==> src/rtl/cfq_pkg.sv <==
// ----------------------------------------------------------------------------
// cfq_pkg
// Shared types and constants for the circular FIFO queue unit.
// ----------------------------------------------------------------------------
package cfq_pkg;

    // Word width held by each storage cell
    localparam int unsigned DATA_W = 32;

    // Width of the count and queue size fields at the ports
    localparam int unsigned CNT_W = 4;

    // Packed result word: read_value, count, is_empty, is_full, zero fill
    localparam int unsigned OUT_TDATA_W = 40;

    // Command codes carried on the request side tuser
    typedef enum logic {
        t_cmd_enq = 1'b0,
        t_cmd_deq = 1'b1
    } t_cmd;

    // Per-cell control from the queue controller
    typedef struct packed {
        logic shift;   // dequeue: take the neighbour's word
        logic load;    // enqueue: this cell is the free slot behind the tail
    } t_cell_ctrl;

endpackage

==> src/rtl/cfq_cell.sv <==
// ----------------------------------------------------------------------------
// cfq_cell
// One storage slot of the queue chain. Shifts towards the head on a dequeue
// and captures the incoming word when it is the first free slot.
// ----------------------------------------------------------------------------
module cfq_cell (
    input  logic                        i_clk,
    input  cfq_pkg::t_cell_ctrl         i_ctrl,
    input  logic [cfq_pkg::DATA_W-1:0]  i_next_data,
    input  logic [cfq_pkg::DATA_W-1:0]  i_wr_data,
    output logic [cfq_pkg::DATA_W-1:0]  o_data
);

    logic [cfq_pkg::DATA_W-1:0] r_data;
    logic [cfq_pkg::DATA_W-1:0] n_data;

    // Select the next word: neighbour on shift, request word on load, else hold
    always_comb begin
        n_data = r_data;
        if (i_ctrl.shift) begin
            n_data = i_next_data;
        end else if (i_ctrl.load) begin
            n_data = i_wr_data;
        end
    end

    // Payload only, no reset
    always_ff @(posedge i_clk) begin
        r_data <= n_data;
    end

    assign o_data = r_data;

endmodule

==> src/rtl/circular_fifo_queue_unit.sv <==
// ----------------------------------------------------------------------------
// circular_fifo_queue_unit
// FIFO of signed 32-bit words with a run-time logical capacity, built as a
// chain of storage cells with the head at cell zero.
// ----------------------------------------------------------------------------
// Each request is an enqueue or a dequeue and yields exactly one result,
// captured in an output register and held there until the downstream side
// accepts it. One request per clock is sustained: s_axis_tready is low only
// while a result is held and m_axis_tready is low. A dequeue moves every
// cell one place towards the head in the same cycle; an enqueue writes the
// cell just behind the last entry, so the single count register sets both the
// write position and the flags. Writing the size register (values 0 and
// above DEPTH are clamped to 1 and DEPTH) empties the queue; it takes no
// clearing pass, since stale cell contents are never returned. DEPTH may be
// set from 1 to 15.
// ----------------------------------------------------------------------------
module circular_fifo_queue_unit #(
    parameter int unsigned DEPTH = 8
) (
    input  logic                             i_clk,
    input  logic                             i_rst_n,
    // Size register write
    input  logic                             i_cfg_we,
    input  logic [cfq_pkg::CNT_W-1:0]        i_cfg_wdata,
    // Request side
    input  logic                             s_axis_tvalid,
    output logic                             s_axis_tready,
    input  logic [cfq_pkg::DATA_W-1:0]       s_axis_tdata,  // [31:0] write_value
    input  logic                             s_axis_tuser,  // [0] cmd
    // Result side
    output logic                             m_axis_tvalid,
    input  logic                             m_axis_tready,
    // [31:0] read_value, [35:32] count, [36] is_empty, [37] is_full, [39:38] 0
    output logic [cfq_pkg::OUT_TDATA_W-1:0]  m_axis_tdata,
    output logic                             m_axis_tuser   // [0] ok
);

    localparam int unsigned CW = $clog2(DEPTH + 1);
    localparam int unsigned RST_SIZE = (DEPTH < 8) ? DEPTH : 8;

    // Queue state
    logic [CW-1:0] r_count;
    logic [CW-1:0] n_count;
    logic [CW-1:0] r_qsize;
    logic [CW-1:0] n_qsize;

    // Result register
    logic                        r_out_valid;
    logic                        n_out_valid;
    logic                        r_out_ok;
    logic                        n_out_ok;
    logic [cfq_pkg::DATA_W-1:0]  r_out_rdata;
    logic [cfq_pkg::DATA_W-1:0]  n_out_rdata;
    logic [CW-1:0]               r_out_count;
    logic [CW-1:0]               n_out_count;
    logic                        r_out_empty;
    logic                        n_out_empty;
    logic                        r_out_full;
    logic                        n_out_full;

    logic                        req_accept;
    logic                        do_enq;
    logic                        do_deq;
    cfq_pkg::t_cmd               req_cmd;

    cfq_pkg::t_cell_ctrl         cell_ctrl [DEPTH];
    logic [cfq_pkg::DATA_W-1:0]  cell_data [DEPTH];
    logic [cfq_pkg::DATA_W-1:0]  cell_next [DEPTH];

    // Decode the request
    assign s_axis_tready = !r_out_valid || m_axis_tready;
    assign req_accept    = s_axis_tvalid && s_axis_tready;
    assign req_cmd       = cfq_pkg::t_cmd'(s_axis_tuser);
    assign do_enq = req_accept && (req_cmd == cfq_pkg::t_cmd_enq) && (r_count < r_qsize);
    assign do_deq = req_accept && (req_cmd == cfq_pkg::t_cmd_deq) && (r_count != '0);

    // Advance the count and clamp size register writes
    always_comb begin
        n_count = r_count;
        n_qsize = r_qsize;
        if (i_cfg_we) begin
            n_count = '0;
            if (i_cfg_wdata == '0) begin
                n_qsize = CW'(1);
            end else if (i_cfg_wdata > cfq_pkg::CNT_W'(DEPTH)) begin
                n_qsize = CW'(DEPTH);
            end else begin
                n_qsize = CW'(i_cfg_wdata);
            end
        end else if (do_enq) begin
            n_count = r_count + CW'(1);
        end else if (do_deq) begin
            n_count = r_count - CW'(1);
        end
    end

    // Build the result of the request taken this cycle
    always_comb begin
        n_out_valid = r_out_valid;
        n_out_ok    = r_out_ok;
        n_out_rdata = r_out_rdata;
        n_out_count = r_out_count;
        n_out_empty = r_out_empty;
        n_out_full  = r_out_full;
        if (req_accept) begin
            n_out_valid = 1'b1;
            n_out_ok    = do_enq || do_deq;
            n_out_rdata = do_deq ? cell_data[0] : '0;
            n_out_count = n_count;
            n_out_empty = (n_count == '0);
            n_out_full  = (n_count == r_qsize);
        end else if (m_axis_tready) begin
            n_out_valid = 1'b0;
        end
    end

    // Control state
    always_ff @(posedge i_clk) begin
        if (!i_rst_n) begin
            r_count     <= '0;
            r_qsize     <= CW'(RST_SIZE);
            r_out_valid <= 1'b0;
        end else begin
            r_count     <= n_count;
            r_qsize     <= n_qsize;
            r_out_valid <= n_out_valid;
        end
    end

    // Result payload
    always_ff @(posedge i_clk) begin
        r_out_ok    <= n_out_ok;
        r_out_rdata <= n_out_rdata;
        r_out_count <= n_out_count;
        r_out_empty <= n_out_empty;
        r_out_full  <= n_out_full;
    end

    // Chain of storage cells, head at cell zero
    for (genvar g = 0; g < DEPTH; g++) begin : g_cell
        if (g == DEPTH - 1) begin : g_last
            assign cell_next[g] = cell_data[g];
        end else begin : g_mid
            assign cell_next[g] = cell_data[g+1];
        end

        assign cell_ctrl[g].shift = do_deq;
        assign cell_ctrl[g].load  = do_enq && (r_count == CW'(g));

        cfq_cell u_cell (
            .i_clk       (i_clk),
            .i_ctrl      (cell_ctrl[g]),
            .i_next_data (cell_next[g]),
            .i_wr_data   (s_axis_tdata),
            .o_data      (cell_data[g])
        );
    end

    // Drive the result port
    assign m_axis_tvalid = r_out_valid;
    assign m_axis_tuser  = r_out_ok;
    assign m_axis_tdata  = {2'b00, r_out_full, r_out_empty,
                            cfq_pkg::CNT_W'(r_out_count), r_out_rdata};

`ifndef SYNTHESIS
    // Count never exceeds the logical capacity
    a_count_bound : assert property (@(posedge i_clk) disable iff (!i_rst_n)
        r_count <= r_qsize)
        else $error("queue count above capacity");

    // Enqueue with room succeeds and reports one more entry
    a_enq_ok : assert property (@(posedge i_clk) disable iff (!i_rst_n)
        (req_accept && !i_cfg_we && (req_cmd == cfq_pkg::t_cmd_enq)
         && (r_count < r_qsize))
        |=> (m_axis_tvalid && m_axis_tuser && (r_count == $past(r_count) + CW'(1))))
        else $error("enqueue with room not taken");

    // Dequeue on empty is refused with a zero word
    a_deq_empty : assert property (@(posedge i_clk) disable iff (!i_rst_n)
        (req_accept && !i_cfg_we && (req_cmd == cfq_pkg::t_cmd_deq) && (r_count == '0))
        |=> (m_axis_tvalid && !m_axis_tuser && (r_out_rdata == '0) && r_out_empty))
        else $error("dequeue on empty not refused cleanly");

    // Without a request or size write the count holds
    a_count_hold : assert property (@(posedge i_clk) disable iff (!i_rst_n)
        (!req_accept && !i_cfg_we) |=> $stable(r_count))
        else $error("count moved without a request");
`endif

endmodule
==> config.mk <==
export PLATFORM = sky130hd
export DESIGN_NAME = circular_fifo_queue_unit
export DESIGN_NICKNAME = d
export VERILOG_FILES = /design/src/rtl/cfq_pkg.sv /design/src/rtl/cfq_cell.sv /design/src/rtl/circular_fifo_queue_unit.sv
export SDC_FILE = /design/constraint.sdc
export NUM_CORES = 1
export LEC_CHECK = 0
export BUFFER_PORTS_ARGS = -buffer_cell sky130_fd_sc_hd__buf_4
export CORE_MARGIN = 4
export CORE_UTILIZATION = 40
export DETAILED_ROUTE_END_ITERATION = 8
export GPL_TIMING_DRIVEN = 1
export MAX_ROUTING_LAYER = met4
export SLEW_MARGIN = 15
export SYNTH_ARGS = -nofsm -noshare
export SYNTH_HDL_FRONTEND = slang
export SYNTH_HIERARCHICAL = 1
export SYNTH_SLANG_ARGS = --single-unit
==> constraint.sdc <==
create_clock -name i_clk -period 2.6 [get_ports i_clk]
set_input_delay 0.13 -clock i_clk [delete_from_list [all_inputs] [get_ports i_clk]]
set_output_delay 0.13 -clock i_clk [all_outputs]
set_load 0.005 [all_outputs]
# [After elaboration in Yosys (flattened, before gate mapping)]
# Cells that the tools add are included.
[op_classes] n_addsub=2 n_lt_le_gt_ge=2 eq_ne=8 mux=21 n_bitwise=2 n_reduce_logical=29
[op_table] cell="$mux 32" n=14
[op_table] cell="$mux 4" n=5
[op_table] cell="$eq 4x3->1 const B" n=4
[op_table] cell="$reduce_bool 2->1" n=8
[op_table] cell="$logic_and 1x1->1" n=13
[op_table] cell="$logic_not 4->1" n=3
[op_table] cell="$eq 4x2->1 const B" n=2
[op_table] cell="$add 4x1->4 const B" n=1
[op_table] cell="$eq 4x1->1 const B" n=1
[op_table] cell="$eq 4x4->1" n=1
[op_table] cell="$gt 4x4->1 const B" n=1
[op_table] cell="$lt 4x4->1" n=1
[op_table] cell="$reduce_bool 4->1" n=1
[op_table] cell="$sub 4x1->4 const B" n=1
[op_table] cell="$logic_or 1x1->1" n=2
[op_table] cell="$mux 1" n=2
[op_table] cell="$not 1->1" n=2
[op_table] cell="$reduce_and 2->1" n=1
[op_table] cell="$logic_not 1->1" n=1
[word_totals] regBits=304 input_bits=42 out_inout_bits=43 word_cells=80

# [Longest topological paths before layout]
# Gate-level depths: netlist (run 1).
[logic_depth] ltp_word=9 mapped_depth=8

# [Hierarchy]
# Netlist (run 1), hierarchy kept.
[by_module_without_submodules] module="cfq_cell" n_inst=8 cells_each=69 area_per_inst_um2=1507.7 seq_area_each_um2=960.9
[by_module_without_submodules] module="circular_fifo_queue_unit" n_inst=1 cells_each=194 area_per_inst_um2=2324.7 seq_area_each_um2=1351.3

# [Worst setup path after synthesis (run 1)]
# OpenSTA, ideal clock, no wires.
[synth_timing] path_kind="flip-flop to flip-flop" from="reg r_count[0]" to="reg g_cell[5].u_cell.r_data (netlist bit g_cell[5].u_cell/o_data[0]) (enable)" setup_time_ns=0.391 t_arrival_ns=2.533 setup_slack_ns=-0.323 path_stages_with_launch=8 path_buffers=3 period_less_slack_ns=2.923 cell_sequence="dfxtp_1 > inv_1 > ha_1 > a211oi_4 > buf_2 > buf_6 > buf_12 > or2_1"
[synth_rtl] element="start, declared" line_no="circular_fifo_queue_unit.sv:42" source="logic [CW-1:0] r_count;"
[synth_rtl] element="start signal, assigned" line_no="circular_fifo_queue_unit.sv:124" source="r_count <= n_count;"
[synth_rtl] element="end signal, assigned" line_no="cfq_cell.sv:29" source="r_data <= n_data;"
[synth_rtl] element="end, declared" line_no="cfq_cell.sv:14" source="logic [cfq_pkg::DATA_W-1:0] r_data;"

==> summary.txt, run 1 <==
Power
  – Pwr per Cell Area: 647.3 nW/µm²
  – Share of power burned in registers: 0.501
  – NetSw: 2.196 mW
  – Clock power share: 0.428
  – Peak VDD IR: 431.4 µV
  – Sw Ratio: 0.1984
  – Static Leak: 6.266 nW
  – Internal: 8.871 mW
  – Logic gate share of total power: 0.072

Worst setup path
  – Max FO, Critical Path: 46
  – Critical Path Sink Type: flip-flop
  – CP arrival: 2.69 ns
  – CP max stage delay: 0.45 ns
  – Family with the most delay on the worst path: buffers and inverters
  – Crit path cell chain: inv_1 > ha_1 > a211oi_4 > buf_12 > buf_4 > mux2_4
  – Critical Path RT: 2.85 ns
  – CP max-delay cell: dfxtp_1
  – CP Buf/Inv Count: 3
  – CP startpoint kind: flip-flop
  – Crit Path Category: reg -> reg

Die
  – I/O Pins: 85
  – Initial Util: 0.4054
  – Overall die height: 197.6 µm
  – Floorplan row count: 69
  – Die area: 39060 µm²
  – Die Width: 197.6 µm
  – Core area: 35480 µm²

Placement
  – Dpl ws: 0.1344 ns
  – Port bufs: 82
  – DP Cell Count: 1294
  – Hpwl dp: 15480 µm
  – Gp weighted congestion: 0.8639

Clock tree
  – Total CTS buffers: 35
  – Clock Root Buffer: clkbuf_16
  – CTS tree: done
  – Clk sink count: 304
  – Worst-skew pair later-pin latency: 0.51 ns
  – H-tree depth: 2
  – Clock transition at path regs: 0.06 ns
  – Buffers from clock root to sink, at most: 3

Synthesis
  – Synth Area in XOR/XNOR: 0.001218
  – Post-Synthesis Cells: 746
  – Simple-Gate Fraction of Synth Area: 0.03844
  – Multiplexer share of the synthesized area: 0.2655
  – Synth unique cells: 50
  – Avg Inst Size Synth: 19.28 µm²
  – Post-synth top area cell: edfxtp_1
  – Area of the mapped netlist: 14390 µm²
  – Synth top area share: 0.6158
  – Largest family of logic cells by synthesized area: multiplexers
  – Post-synth ARST share: 0
  – Synth Area in Compound Gates: 0.01444
  – Synth top area cells: edfxtp_1 (62%), mux2_4 (24%), buf_12 (3.3%), mux2_2 (2.0%), and2_1 (1.9%)
  – FF+latch count, synth: 304
  – Yosys warns: 6
  – Number of flops mapped to enable cells by yosys: 295
  – Most common flop cell mapped by yosys: edfxtp_1
  – Synth Area in Adders: 0.006088
  – Seq/Total Area, Yosys: 0.6283

Run status
  – Run status: finished clean

Timing
  – Worst Tran Pin Value: 0.5830 ns
  – Slew HR: 0.6113
  – Fin Clk Skew: 0.009255 ns
  – Endpoints failing setup: 0
  – Fin. Hold Viols: 0
  – Pins Over Slew Limit: 0
  – Fmax: 409.5 MHz
  – Setup TNS: 0 ns
  – Final min period: 2.442 ns
  – Setup ws final: 0.1580 ns
  – RSZ-0062 raised after global routing: false
  – Hold slack: 0.01720 ns
  – Final period utilization: 0.9392

Global routing
  – Initial antenna violation count: 1
  – First-pass GRT wire length: 38740 µm
  – Vias in the first global route: 6947
  – GRT Overall Usage: 0.1269
  – Congestion Overflow GR: 0
  – Pin count of the biggest net entering global routing: 47

Detailed routing
  – Via Count: 6648
  – ANT nets after route: 0
  – Drt drc: 0
  – Vias per cell: 4.776
  – DR iter-0 viols: 328
  – Routed WL per cell: 17.30 µm
  – WL final: 24080 µm
  – TritonRoute pass-1 iters: 4

Final layout
  – FF+latch area: 9040 µm²
  – Non-filler cells in the finished layout: 1392
  – Multi-input logic area: 4716 µm²
  – Area grow syn2layout: 18.84%
  – Final layout net count: 954
  – Fillers: 2999
  – Layout cells sized above 1: 0.4860

Run
  – Max cap viols: 0

Min path
  – Worst Hold Class: in -> reg
synth_stat cells, types with 2 or more instances:
master	number
and3_1	4
edfxtp_1	295
a21oi_1	4
nor3_1	4
o211ai_1	4
nand2_1	5
buf_6	8
dfxtp_1	9
buf_2	4
xnor2_1	2
a211oi_2	2
inv_1	7
nor2_1	9
buf_12	24
o21ai_1	2
o21ai_0	6
nor2b_1	2
nand3_1	2
or2_1	8
mux2_4	233
nor4b_1	2
o22ai_1	2
buf_4	4
ha_1	7
clkbuf_1	2
and2_1	44
mux2i_1	4
mux2_2	25
worst reg2reg max path: stages, from the launching register on:
cell and delay [ns]:
dfxtp_1 0.45, inv_1 0.12, ha_1 0.28, a211oi_4 0.41
buf_12 0.33, buf_4 0.28, mux2_4 0.31
power by group through the flow:
stage	registers (mW)	clock network, mW	logic, mW
final	5.54	4.73	0.795
after detailed placement	5.64	0	0.761
after global routing	5.55	5.13	0.859
after floorplan	5.64	0	0.499
after global placement	5.64	0	0.747
after CTS	5.54	4.93	0.809
cells by family (layout without fill, tap and decap cells):
group	count (synthesis)	after routing
xor+xnor	2	2
simple gates	92	92
compound gates	28	28
other cells	1	3
mux	262	262
flops	304	304
buf+inv	50	233
fa+ha+maj	7	7
stage by stage:
step                      power, mW  area, µm²    util
after detailed placement      6.403      15630  0.4406
after global routing          11.54      17100  0.4818
after floorplan               6.135      14410       -
after CTS                     11.28      17090  0.4816
after global placement        6.388      15630  0.4406
final                         11.07      17100  0.4818
cell type report:
cell class | count | area share
Clock inverter | 15 | 0.009075
Timing Repair Buffer | 163 | 0.09499
Clock buffer | 47 | 0.05569
Multi-Input combinational cell | 393 | 0.2758
Tap cell | 461 | 0.03374
Antenna cell | 1 | 0.0001464
Inverter | 8 | 0.001756
Sequential cell | 304 | 0.5288
cell usage in the layout (no fill, tap or decap), types with 7 or more instances in the layout:
cell,instances
edfxtp_1,295
mux2_4,233
buf_4,103
and2_1,44
clkbuf_16,36
dlygate4sd3_1,35
mux2_2,25
buf_12,25
clkbuf_1,10
nor2_1,8
or2_4,8
dfxtp_1,8
ha_1,7
flip-flops by register name (all words and copies together) (netlist names):
register              cells
r_out_rdata              32
g_cell.u_cell/o_data    256
r_out_full                1
r_out_empty               1
r_count                   4
m_axis_tuser              1
r_qsize                   4
r_out_count               4
m_axis_tvalid             1
path summary, 6_finish.rpt:
| path | slack, ns | to | startpoint | cells past startpoint |
|---|---|---|---|---|
| worst max-delay path | 0.16 | g_cell[7].u_cell/o_data[0] | r_count[1] | 6 |
| worst min-delay path | 0.02 | g_cell[5].u_cell/o_data[10] | s_axis_tdata[10] | 2 |
| worst max register to register | 0.16 | g_cell[7].u_cell/o_data[0] | r_count[1] | 6 |
| worst min register to register | 0.51 | r_out_rdata[15] | g_cell[0].u_cell/o_data[15] | 1 |
metal layers:
layer  GRT usage  up-vias  part of all wire
met5           -        -                 0
met4     0.03264        0             0.019
met3     0.02422       36             0.038
met2      0.2009       98              0.48
met1      0.1696     3324              0.47
li1            -     3190                 -
what timing repair did:
item | in CTS | in global routing
hold endpoints to repair | 179 | 0
hold buffers | 35 | 0
setup endpoints to repair | 0 | 113
buffers inserted | 0 | 0
resized for setup | 0 | 2
No activity file was read; power rests on OpenSTA's default activity.
==> inputs of run 2 (changes only) <==
Settings changed: RECOVER_POWER from default to 50.
==> summary.txt, run 2 (synthesized netlist as in run 1, its figures left out) <==
Min path
  – Hold Path Stages: 2 (unchanged)
  – Worst Hold Class: in -> reg (unchanged)

Timing
  – Pins Over Slew Limit: 0 (unchanged)
  – Setup TNS: 0 ns (unchanged)
  – Slew HR: 0.5788 (was 0.6113)
  – Endpoints failing setup: 0 (unchanged)
  – RSZ-0062 raised after global routing: false (unchanged)
  – Fin. Hold Viols: 0 (unchanged)
  – Final period utilization: 0.9450 (was 0.9392)
  – Fin Clk Skew: 0.009241 ns (was 0.009255 ns)
  – Fmax: 407.0 MHz (was 409.5 MHz)
  – Final min period: 2.457 ns (was 2.442 ns)
  – Worst Tran Pin Value: 0.6318 ns (was 0.5830 ns)

Clock tree
  – CTS tree: done (unchanged)
  – H-tree depth: 2 (unchanged)
  – Worst-skew pair later-pin latency: 0.50 ns (was 0.51 ns)
  – Total CTS buffers: 35 (unchanged)
  – Clk sink count: 304 (unchanged)
  – Post-CTS Repair Setup Buffers: 0 (unchanged)
  – Buffers from clock root to sink, at most: 3 (unchanged)
  – Clock Root Buffer: clkbuf_16 (unchanged)
  – Clock transition at path regs: 0.05 ns (was 0.06 ns)

Detailed routing
  – Drt drc: 0 (unchanged)
  – Via Count: 6640 (was 6648)
  – TritonRoute pass-1 iters: 4 (unchanged)
  – WL final: 24070 µm (was 24080 µm)
  – Routed WL per cell: 17.29 µm (was 17.30 µm)
  – ANT nets after route: 0 (unchanged)
  – Vias per cell: 4.770 (was 4.776)
  – DR iter-0 viols: 315 (was 328)

Final layout
  – Number of flip-flops in the largest register: 256 (unchanged)
  – Final Util: 0.4758 (was 0.4818)
  – Most frequent cells in the layout: edfxtp_1 (295), mux2_4 (206), buf_4 (59) (was edfxtp_1 (295), mux2_4 (233), buf_4 (103))
  – Layout cells sized above 1: 0.4495 (was 0.4860)
  – Area grow syn2layout: 17.35% (was 18.84%)
  – Final layout net count: 954 (unchanged)
  – Fillers: 3029 (was 2999)
  – Commonest non-fill, non-tap cell in the layout: edfxtp_1 (unchanged)

Worst setup path
  – Crit Path Category: reg -> reg (unchanged)
  – CP max-delay cell: dfxtp_2 (was dfxtp_1)
  – Max FO, Critical Path: 7 (was 46)
  – Crit path top cell by count: a211oi_2
  – CP arrival: 2.70 ns (was 2.69 ns)
  – Critical path depth in cells: 9 (was 6)
  – Crit path cell chain: inv_1 > ha_1 > a211oi_2 > o21ai_1 > buf_4 > o21bai_1 > mux2_4 > nor2b_1 > a211oi_2 (was inv_1 > ha_1 > a211oi_4 > buf_12 > buf_4 > mux2_4)
  – CP max stage delay: 0.37 ns (was 0.45 ns)
  – Worst r2r path cells: 9 (was 6)
  – Family with the most delay on the worst path: compound AO/OA/AOI/OAI gates (was buffers and inverters)
  – Critical Path Sink Type: flip-flop (unchanged)
  – CP startpoint kind: flip-flop (unchanged)
  – CP Buf/Inv Count: 2 (was 3)
  – Critical Path RT: 2.84 ns (was 2.85 ns)

Run
  – Max cap viols: 0 (unchanged)

Placement
  – Port bufs: 82 (unchanged)
  – Hpwl dp: 15480 µm (unchanged)
  – Gp weighted congestion: 0.8639 (unchanged)

Global routing
  – Initial antenna violation count: 1 (unchanged)
  – Vias in the first global route: 6947 (unchanged)
  – First-pass GRT wire length: 38740 µm (unchanged)
  – Congestion Overflow GR: 0 (unchanged)
  – Pin count of the biggest net entering global routing: 47 (unchanged)
  – GRT Overall Usage: 0.1269 (unchanged)

Die
  – Overall die height: 197.6 µm (unchanged)
  – Floorplan row count: 69 (unchanged)
  – Die Width: 197.6 µm (unchanged)
  – Initial Util: 0.4054 (unchanged)
  – Core area: 35480 µm² (unchanged)
  – Die area: 39060 µm² (unchanged)
  – I/O Pins: 85 (unchanged)

Power
  – Peak VDD IR: 431.3 µV (was 431.4 µV)
  – Static Leak: 6.116 nW (was 6.266 nW)
  – Pwr per Cell Area: 653.6 nW/µm² (was 647.3 nW/µm²)

Run status
  – Run status: finished clean (unchanged)
==> run 2: cell types whose count changed in the layout (fill, tap and decap cells not counted), moves of 3 or more <==
cell / before / now
mux2_4: 233 / 206
clkbuf_4: 0 / 46
and2_0: 0 / 20
buf_4: 103 / 59
and2_1: 44 / 24
buf_12: 25 / 17
clkbuf_1: 10 / 13
mux2_1: 0 / 27
==> run 2: final cells by class <==
type,count,area (µm²),area share
antenna,1,2.502,0.0001482
clock buffer,47,952.2,0.05640
clock inverter,15,155.1,0.009190
inverter,8,30.03,0.001779
multi-input combinational,393,4608,0.2730
sequential,304,9040,0.5355
tap,461,576.8,0.03417
timing repair buffer,163,1518,0.08990
==> run 2: per-stage QoR <==
stage / cells / hold slack [ns] / worst slack (ns) / area [µm²] / total power, mW
2_1_floorplan: 747 / 0.2062 / 0.09314 / 14410 / 6.135
3_3_place_gp: 1294 / 0.3926 / 0.1506 / 15630 / 6.388
3_5_place_dp: 1294 / 0.3859 / 0.1344 / 15630 / 6.403
4_1_cts: 1391 / 0.0002529 / 0.1170 / 17090 / 11.28
5_1_grt: 1392 / 0.01090 / 0.01674 / 16880 / 11.50
6_report: 1392 / 0.01524 / 0.1429 / 16880 / 11.03
==> run 2: layer usage <==
metal | part of all wire | GRT usage | vias up
met5 | 0 | - | -
met2 | 0.47 | 0.2009 | 108
met4 | 0.020 | 0.03264 | 0
met3 | 0.038 | 0.02422 | 36
met1 | 0.47 | 0.1696 | 3305
li1 | - | - | 3191
==> run 2: timing repair <==
action | in CTS | in global routing
endpoints found under the hold margin | 179 | 0
resized for setup | 0 | 2
setup endpoints to repair | 0 | 113
hold buffers | 35 | 0
==> run 2: where the power goes <==
| group | total [mW] | switching (mW) | internal (mW) |
|---|---|---|---|
| Clock | 4.73 | 1.86 | 2.87 |
| Combinational | 0.760 | 0.303 | 0.458 |
| Sequential | 5.54 | 0.0307 | 5.51 |
==> run 2: path summary, 6_finish.rpt <==
check | start | to | slack [ns]
worst max-delay path | r_qsize[3] | r_out_full | 0.14
worst min-delay path | s_axis_tdata[10] | g_cell[5].u_cell/o_data[10] | 0.02
worst max register to register | r_qsize[3] | r_out_full | 0.14
worst min register to register | g_cell[0].u_cell/o_data[15] | r_out_rdata[15] | 0.51
